==> src/rtl/stq_pkg.sv <==
// sorted timer queue package: command codes, widths and default parameters
// used by the controller, the datapath and the top level
package stq_pkg;
    localparam int DEF_NUM_TIMERS       = 16;
    localparam int DEF_NUM_HANDLERS     = 16;
    localparam int DEF_TICKS_PER_SECOND = 100;
    localparam int DEF_SAMPLES_PER_TICK = 10;
    localparam int MS_PER_TICK          = 10;

    localparam logic [2:0] KIND_START_TICKS = 3'd0;
    localparam logic [2:0] KIND_START_SEC   = 3'd1;
    localparam logic [2:0] KIND_START_MS    = 3'd2;
    localparam logic [2:0] KIND_STOP        = 3'd3;
    localparam logic [2:0] KIND_ADVANCE     = 3'd4;
    localparam logic [2:0] KIND_SERVICE     = 3'd5;

    typedef struct packed {
        logic load;      // latch the transaction, clear result state
        logic prep;      // form ticks and elapsed, detect an expired head
        logic walk;      // process one slot at r_idx
        logic commit;    // apply insert or removal and finish
        logic done;      // present the result
    } t_cmd;

    typedef struct packed {
        logic walk_last;
    } t_status;
endpackage

==> src/rtl/stq_ctrl.sv <==
// sorted timer queue controller: sequences load, prep, slot walk, commit, done
// depends on stq_pkg
module stq_ctrl
    import stq_pkg::*;
(
    input  logic    i_clk,
    input  logic    i_rst_n,
    input  logic    start,
    output logic    busy,
    input  t_status i_status,
    output t_cmd    o_cmd
);
    localparam logic [2:0] S_IDLE = 3'd0;
    localparam logic [2:0] S_PREP = 3'd1;
    localparam logic [2:0] S_WALK = 3'd2;
    localparam logic [2:0] S_COMM = 3'd3;
    localparam logic [2:0] S_DONE = 3'd4;

    logic [2:0] r_state, n_state;

    always_comb begin
        n_state = r_state;
        o_cmd   = '0;
        case (r_state)
            S_IDLE: begin
                if (start) begin
                    o_cmd.load = 1'b1;
                    n_state    = S_PREP;
                end
            end
            S_PREP: begin
                o_cmd.prep = 1'b1;
                n_state    = S_WALK;
            end
            S_WALK: begin
                o_cmd.walk = 1'b1;
                if (i_status.walk_last) n_state = S_COMM;
            end
            S_COMM: begin
                o_cmd.commit = 1'b1;
                n_state      = S_DONE;
            end
            S_DONE: begin
                o_cmd.done = 1'b1;
                n_state    = S_IDLE;
            end
            default: n_state = S_IDLE;
        endcase
    end

    always_ff @(posedge i_clk) begin
        if (!i_rst_n) r_state <= S_IDLE;
        else          r_state <= n_state;
    end

    assign busy = (r_state != S_IDLE);
endmodule

==> config.mk <==
export PLATFORM = sky130hd
export DESIGN_NAME = stq_ctrl
export DESIGN_NICKNAME = d
export VERILOG_FILES = /design/src/rtl/stq_pkg.sv /design/src/rtl/stq_ctrl.sv
export SDC_FILE = /design/constraint.sdc
export NUM_CORES = 1
export LEC_CHECK = 0
export ABC_CLOCK_PERIOD_IN_PS = 2100
export BUFFER_PORTS_ARGS = -buffer_cell sky130_fd_sc_hd__clkbuf_2
export CAP_MARGIN = 0
export CORE_AREA = 2 2 39 41
export CTS_BUF_LIST = sky130_fd_sc_hd__clkbuf_8
export DETAILED_ROUTE_END_ITERATION = 8
export DIE_AREA = 0 0 41 43
export SETUP_SLACK_MARGIN = 0.4
export SLEW_MARGIN = 20
export SYNTH_ARGS = -nofsm -noshare
export SYNTH_HDL_FRONTEND = slang
export SYNTH_SLANG_ARGS = --single-unit
==> constraint.sdc <==
create_clock -name i_clk -period 2.1 [get_ports i_clk]
set_clock_uncertainty 0.05 [all_clocks]
set_input_delay 0 -clock i_clk [delete_from_list [all_inputs] [get_ports i_clk]]
set_output_delay 0 -clock i_clk [all_outputs]
set_load 0.05 [all_outputs]
---- Yosys cells after proc, flatten, opt, wreduce, memory -nomap -nowiden ----
Cells that the tools add are included.
Widths: inputs -> output; s select.
operators by class
  $add $sub $neg .......................... 0
  multipliers ............................. 0
  div/mod/pow operators ................... 0
  magnitude comparators ................... 0
  equal/unequal tests ..................... 6
  shift operators ......................... 0
  mux-type cells .......................... 9
  bitwise gates (word level) .............. 0
  reductions and logical operators ........ 3
operators with widths
  operator            count
  $pmux 3 s4          1
  $eq 3x2->1 const B  2
  $mux 1              6
  $mux 3              2
  $ne 2x2->1 const B  2
  $eq 3x1->1 const B  1
  $eq 3x3->1 const B  1
  $logic_not 3->1     1
  $reduce_bool 3->1   1
  $reduce_and 2->1    1
storage, ports and cells
  register bits ........................... 3
  latch bits .............................. 0
  RAM bits ................................ 0
  memory bits (read-only) ................. 0
  input port bits ......................... 4
  output and inout port bits .............. 6
  word-level logic and storage cells ...... 19
  memories ................................ 0

---- Depth between registers and ports, before layout ----
Gate-level depths: netlist (run 1).
  depth in word-level cells ............... 3
  depth in mapped cells ................... 3

---- Least setup slack after synthesis (run 1) ----
Ideal clock, no wire load.
  path kind ............................... register to output
  start point ............................. register r_state[0]
  end point ............................... output port o_cmd[3] (netlist name)
  arrival ................................. 1.581 ns
  data required time ...................... 2.050 ns
  setup slack ............................. 0.469 ns
  cell stages (with the launch flop) ...... 2
  buffers on the path ..................... 0
  cells stage by stage .................... dfxtp_1 nor3b_1
RTL lines
  element                 line            source
  start, declared         stq_ctrl.sv:19  logic [2:0] r_state, n_state;
  start signal, assigned  stq_ctrl.sv:53  else r_state <= n_state;
  end, declared           stq_ctrl.sv:11  output t_cmd o_cmd

==> metrics, run 1 <==
status finished clean; FMAX 717 MHz; Final #Nets 35; DR WL/cell 6.93 um; Post-synth EDFFs 0; ys async rst share 0%; Slew headroom 81.7%; Post-CTS Setup Inserts 0; post-synthesis sequential area ratio 36.6%; Worst R2R Setup Slack 1200 ps; filler cell count 159; R2R depth 2; biggest regs r_state x3; placed cell areas 218 sq um; FP Rows 14; Tot Pwr 0.305 mW; Gate Count Post-Synth 17; XOR/XNOR Fraction of Synth Area 5.34%; H-tree levels 1; RSZ-0062 raised after global routing false; Worst Path Arrival 1340 ps; worst-margin pin slew 275 ps; max reg flops 3; Worst Hold Class in -> reg; Avg Cell Area, Syn 9.64 sq um; CP max FO 7; drt first pass iters 1; leakage 0.132 nW; DR vias/cell 3.48; largest cells by area after synthesis dfxtp_1 37%, nor3b_1 14%, buf_6 6.9%; #FFs+latches synth 3; Total Wirelength 319 um; Clock Path Buffers 2; Clock Sinks 3; total I/O pin count 10; Clk pin slew, worst setup/hold paths 30 ps; reg2reg start r_state[1]; Synth Area in Compound Gates 0%; Pins Over Slew Limit 0; Largest Register r_state; Total GRT Usage 4.81%; share of layout cells above drive strength 1 46.7%; 1st-iter DRT viols 0; crit-path cells or3_4 -> nor2_2 -> clkbuf_2; final critical-path required period 1390 ps; CTS tree built; Post-Synth Simple-Gate Area 42.7%; hold-fix buffers at CTS 1; top cell type's share of synthesized area 36.6%; setup tns final 0 ps; area grow syn2layout 66.4%; dominant delay contributor by cell family on the critical path simple AND/OR/NAND/NOR gates; core area 1380 sq um; Initial Util 11.8%; crit path kind reg -> out; # setup viols final 0; CP Buf/Inv Count 1; largest net degree at the start of global routing 8; largest family of logic cells by synthesized area simple AND/OR/NAND/NOR gates; post-cts sizing count 0; CTS buffer count 3; Cell Area, Synth 164 sq um; most common library cells after synthesis 3 x dfxtp_1, 3 x nor3b_1; CP max-delay cell or3_4; GP Congestion 0.554; post-synthesis adder-cell area fraction 0%; Die Ht 43 um; Die X 41 um; Die ar. 1760 sq um; synth warn 0; pwr/cell area 1120 nW/um^2; nature of the critical path endpoint primary output; Synth area leader dfxtp_1; n_diodes 0; Port Buf Inserts 9; Vias 160; global-route congestion overflow total 0; CP peak stage delay 410 ps; vias in the first global route 126; syn_nets 21; worst hold slack 57.5 ps; hold path start i_status; Remaining DRCs 0; ys flop type dfxtp_1; clock latency on the worst-skew pair 220 ps; Max IR drop VDD 0.146 mV; Routed Antenna Nets 0; Worst Setup SP r_state[1]; post-synthesis mux area share 6.11%; Worst Path Required 2050 ps; post-synth cell types 13; Clock Tree Root clkbuf_8; Post-Place Worst Slack 927 ps; FF-to-FF End r_state[0]; WP depth 3; max-cap violations 0; first-pass GRT wire length 469 um; Final HPWL DP 235 um; period utilization 66.4%; cell area after layout 273 sq um; CP endpoint o_cmd[4]; Startpoint Class register; initial antenna violation count 0; Worst Slack Setup Final 705 ps; final hold vios 0
per-layer routing:
layer	up-vias	GRT usage (%)	routed length (um)
met4	0	8.00	14
li1	81	-	-
met1	68	3.51	124
met2	9	5.94	146
met5	-	0	0
met3	2	3.14	34
logic make-up (layout without fill, tap and decap cells):
| family | Yosys count | after routing |
|---|---|---|
| xor+xnor | 1 | 1 |
| buf+inv | 2 | 15 |
| flops | 3 | 3 |
| mux | 1 | 1 |
| simple gates | 10 | 10 |
through the flow:
step	util [%]	std cells
final	19.7	46
after global placement	15.7	41
after CTS	19.7	46
after global routing	19.7	46
after detailed placement	15.7	41
after floorplan	-	17
how the worst min path moves through the flow:
stage	cells past startpoint	endpoint	slack, ps
after floorplan	1	r_state[2]	70
after global placement	2	r_state[2]	180
after detailed placement	2	r_state[2]	180
after CTS	3	r_state[0]	60
after global routing	3	r_state[0]	70
final	3	r_state[0]	60
placed cells by master, fill, tap and decap left out, drive strengths merged:
cell type | Yosys | layout
and3b | 1 | 1
clkbuf | 0 | 12
dlygate4sd3 | 0 | 1
nor3 | 1 | 1
nor2 | 2 | 2
xnor2 | 1 | 1
nand2b | 1 | 1
nor3b | 3 | 3
mux2i | 1 | 1
or3 | 1 | 1
inv | 1 | 2
dfxtp | 3 | 3
and2 | 1 | 1
cell type report:
class	count	area, sq um	share of cell area (%)
Sequential cell	3	60.1	22.0
Clock buffer	3	41.3	15.1
Tap cell	16	20.0	7.34
Multi-Input combinational cell	12	88.8	32.6
Timing Repair Buffer	10	55.1	20.2
Inverter	1	3.75	1.38
Clock inverter	1	3.75	1.38
where the power goes:
| part | internal [mW] | switching, mW |
|---|---|---|
| sequential | 0.0619 | 0.00774 |
| combinational | 0.0231 | 0.0499 |
| clock | 0.124 | 0.0378 |
tightest hold or removal path: cells and delay by family:
family / cells / cell delay [ps]
and+or+nand+nor: 1 / 60
muxes: 1 / 130
buffers and inverters: 1 / 80
(Power assumes the default switching activity.)
==> inputs of run 2 (changes only) <==
--- a/config.mk
+++ b/config.mk
@@ -5,7 +5,7 @@
 export SDC_FILE = /design/constraint.sdc
 export NUM_CORES = 1
 export LEC_CHECK = 0
-export ABC_CLOCK_PERIOD_IN_PS = 2100
+export ABC_CLOCK_PERIOD_IN_PS = 1200
 export BUFFER_PORTS_ARGS = -buffer_cell sky130_fd_sc_hd__clkbuf_2
 export CAP_MARGIN = 0
 export CORE_AREA = 2 2 39 41
==> constraint.sdc (replaced) <==
create_clock -name i_clk -period 1.2 [get_ports i_clk]
set_clock_uncertainty 0.05 [all_clocks]
set_input_delay 0 -clock i_clk [delete_from_list [all_inputs] [get_ports i_clk]]
set_output_delay 0 -clock i_clk [all_outputs]
set_load 0.05 [all_outputs]
==> run 2 against run 1 <==
Effect of this change:
- the run now ends with setup timing left
- routed wire length up 61%
- highest routed layer unchanged
- power up 100%
- non-clock buffer count up 3
- critical path type unchanged
- largest power group unchanged
==> metrics, run 2 (synthesis gave the netlist of run 1 again) <==
FP Rows 14 (unchanged); area of the multi-input gates 130 sq um (+46%); Internal Power 0.422 mW (+100%); Max IR drop VDD 0.524 mV (+260%); first-pass GRT wire length 752 um (+60%); Port Buf Inserts 9 (unchanged); Clock Tree Root clkbuf_8; Net Sw Frac 30.6% (-0.70 points); sequential fraction of design power 18.6% (-4.2 points); register area 62.6 sq um (+4.2%); CP endpoint o_cmd[4]; drt first pass iters 3 (+2); worst-margin pin slew 185 ps (-90.7 ps); setup tns final -3.03 ps (-3.03 ps); CP peak stage delay 400 ps (about the same); Clock Sinks 3 (unchanged); reg2reg start r_state[1]; n_diodes 0 (unchanged); Vias 175 (+9.4%); final hold vios 0 (unchanged); initial antenna violation count 0 (unchanged); Initial Util 11.8% (unchanged); H-tree levels 1 (unchanged); clock latency on the worst-skew pair 210 ps (about the same); global-route congestion overflow total 0 (unchanged); Post-CTS Setup Inserts 0 (unchanged); Die ar. 1760 sq um (unchanged); Die Ht 43 um (unchanged); net switching power figure 0.186 mW (+95%); worst hold slack 9.41 ps (-48.1 ps); Post-Place Worst Slack 117 ps (-810 ps); max reg flops 3 (unchanged); Worst Path Required 1150 ps (-900 ps); GP Congestion 0.612 (+11%); Die X 41 um (unchanged); DR WL/cell 10.4 um (+51%); nature of the critical path endpoint primary output; share of layout cells above drive strength 1 72.7% (+26 points); total I/O pin count 10 (unchanged); FMAX 831 MHz; clock network power share 46.3% (-6.9 points); Worst Path Arrival 1150 ps (-190 ps); crit path kind reg -> out; Worst Hold Class in -> reg; Clk pin slew, worst setup/hold paths 30 ps (about the same); leakage 0.180 nW (+36%); core area 1380 sq um (unchanged); most common cell after layout, fill and taps aside clkbuf_8; Worst R2R Setup Slack 190 ps (-1010 ps); CTS tree built; biggest regs r_state x3; Worst Setup SP r_state[1]; Remaining DRCs 0 (unchanged); Final #Nets 38 (+8.6%); area grow syn2layout 149%; DR vias/cell 3.57 (+2.7%); R2R depth 3 (+1); max-cap violations 0 (unchanged); CTS buffer count 3 (unchanged); Total GRT Usage 7.23% (+2.4 points); crit-path cells or3_4 -> nor2_4 -> buf_8; Total Wirelength 512 um (+61%); 1st-iter DRT viols 1 (+1); FF-to-FF End r_state[2]; most frequent cells in the layout 4 x clkbuf_8, 3 x clkbuf_2, 3 x buf_8; vias in the first global route 212 (+68%); Final HPWL DP 330 um (+41%); CP max FO 2 (-5); failing checks setup timing; final critical-path required period 1200 ps; Worst Slack Setup Final -3.03 ps (-708 ps); Routed Antenna Nets 0 (unchanged); RSZ-0062 raised after global routing true; largest net degree at the start of global routing 7 (-1); pwr/cell area 1490 nW/um^2 (+34%); period utilization 100%; status finished, violations left; Slew headroom 87.7% (+6.0 points); Startpoint Class register; Clock Path Buffers 2 (unchanged); Largest Register r_state; filler cell count 143 (-10%); Pins Over Slew Limit 0 (unchanged); CP max-delay cell or3_4; # setup viols final 1 (+1); Gate power share 35.1% (+11 points); Final Util 29.5% (+9.8 points)
## run 2: cell types whose count changed in the layout (fill, tap and decap cells not counted), sizes merged
cell | before | now
buf | 0 | 6
clkbuf | 12 | 9
## run 2: worst min path at each step
| stage | from | to | slack [ps] | depth (start not counted) |
|---|---|---|---|---|
| floorplan | i_rst_n | r_state[2] | 70 | 1 |
| finish | i_rst_n | r_state[1] | 9 | 3 |
| global route | i_rst_n | r_state[1] | 20 | 3 |
| CTS | i_rst_n | r_state[1] | 10 | 3 |
| detailed placement | i_rst_n | r_state[2] | 180 | 2 |
| global placement | i_rst_n | r_state[2] | 170 | 2 |
## run 2: critical path, delay by kind of cell (launching register included)
kind | cells | cell delay, ps
buf+inv | 1 | 150
flops | 1 | 300
simple gates | 2 | 500
## run 2: final cells by class
class,count,share of cell area (%)
multi-input cells,12,31.9
clock buffers,3,10.1
repair buffers,13,35.9
clock inverters,1,0.920
well taps,16,4.91
inverters,1,0.920
flip-flops and latches,3,15.3
## run 2: metrics by stage
stage	area, sq um	power (mW)	instances
floorplan	186	0.242	17
global placement	263	0.271	44
detailed placement	263	0.272	44
CTS	398	0.604	49
global route	408	0.629	49
finish	408	0.609	49
## run 2: layer usage
metal	routed length (um)	share of wire, %	track usage, %	vias up
met5	0	0	0	-
met4	22	4.3	10.0	0
met3	13	2.5	1.57	2
met2	328	64	12.2	3
met1	148	29	4.82	83
li1	-	-	-	87
## run 2: timing repair
action                                  4_1_cts  5_1_grt
hold buffers                                  1        0
gates resized for setup                      17        4
endpoints found under the hold margin         1        0
pin swaps                                     3        0
endpoints found under the setup margin        9        9
## run 2: power by group through the flow
stage / Clock (mW) / Combinational [mW] / Sequential [mW]
floorplan: 0 / 0.124 / 0.117
global placement: 0 / 0.157 / 0.114
detailed placement: 0 / 0.157 / 0.114
CTS: 0.288 / 0.203 / 0.114
global route: 0.293 / 0.222 / 0.114
finish: 0.282 / 0.213 / 0.113
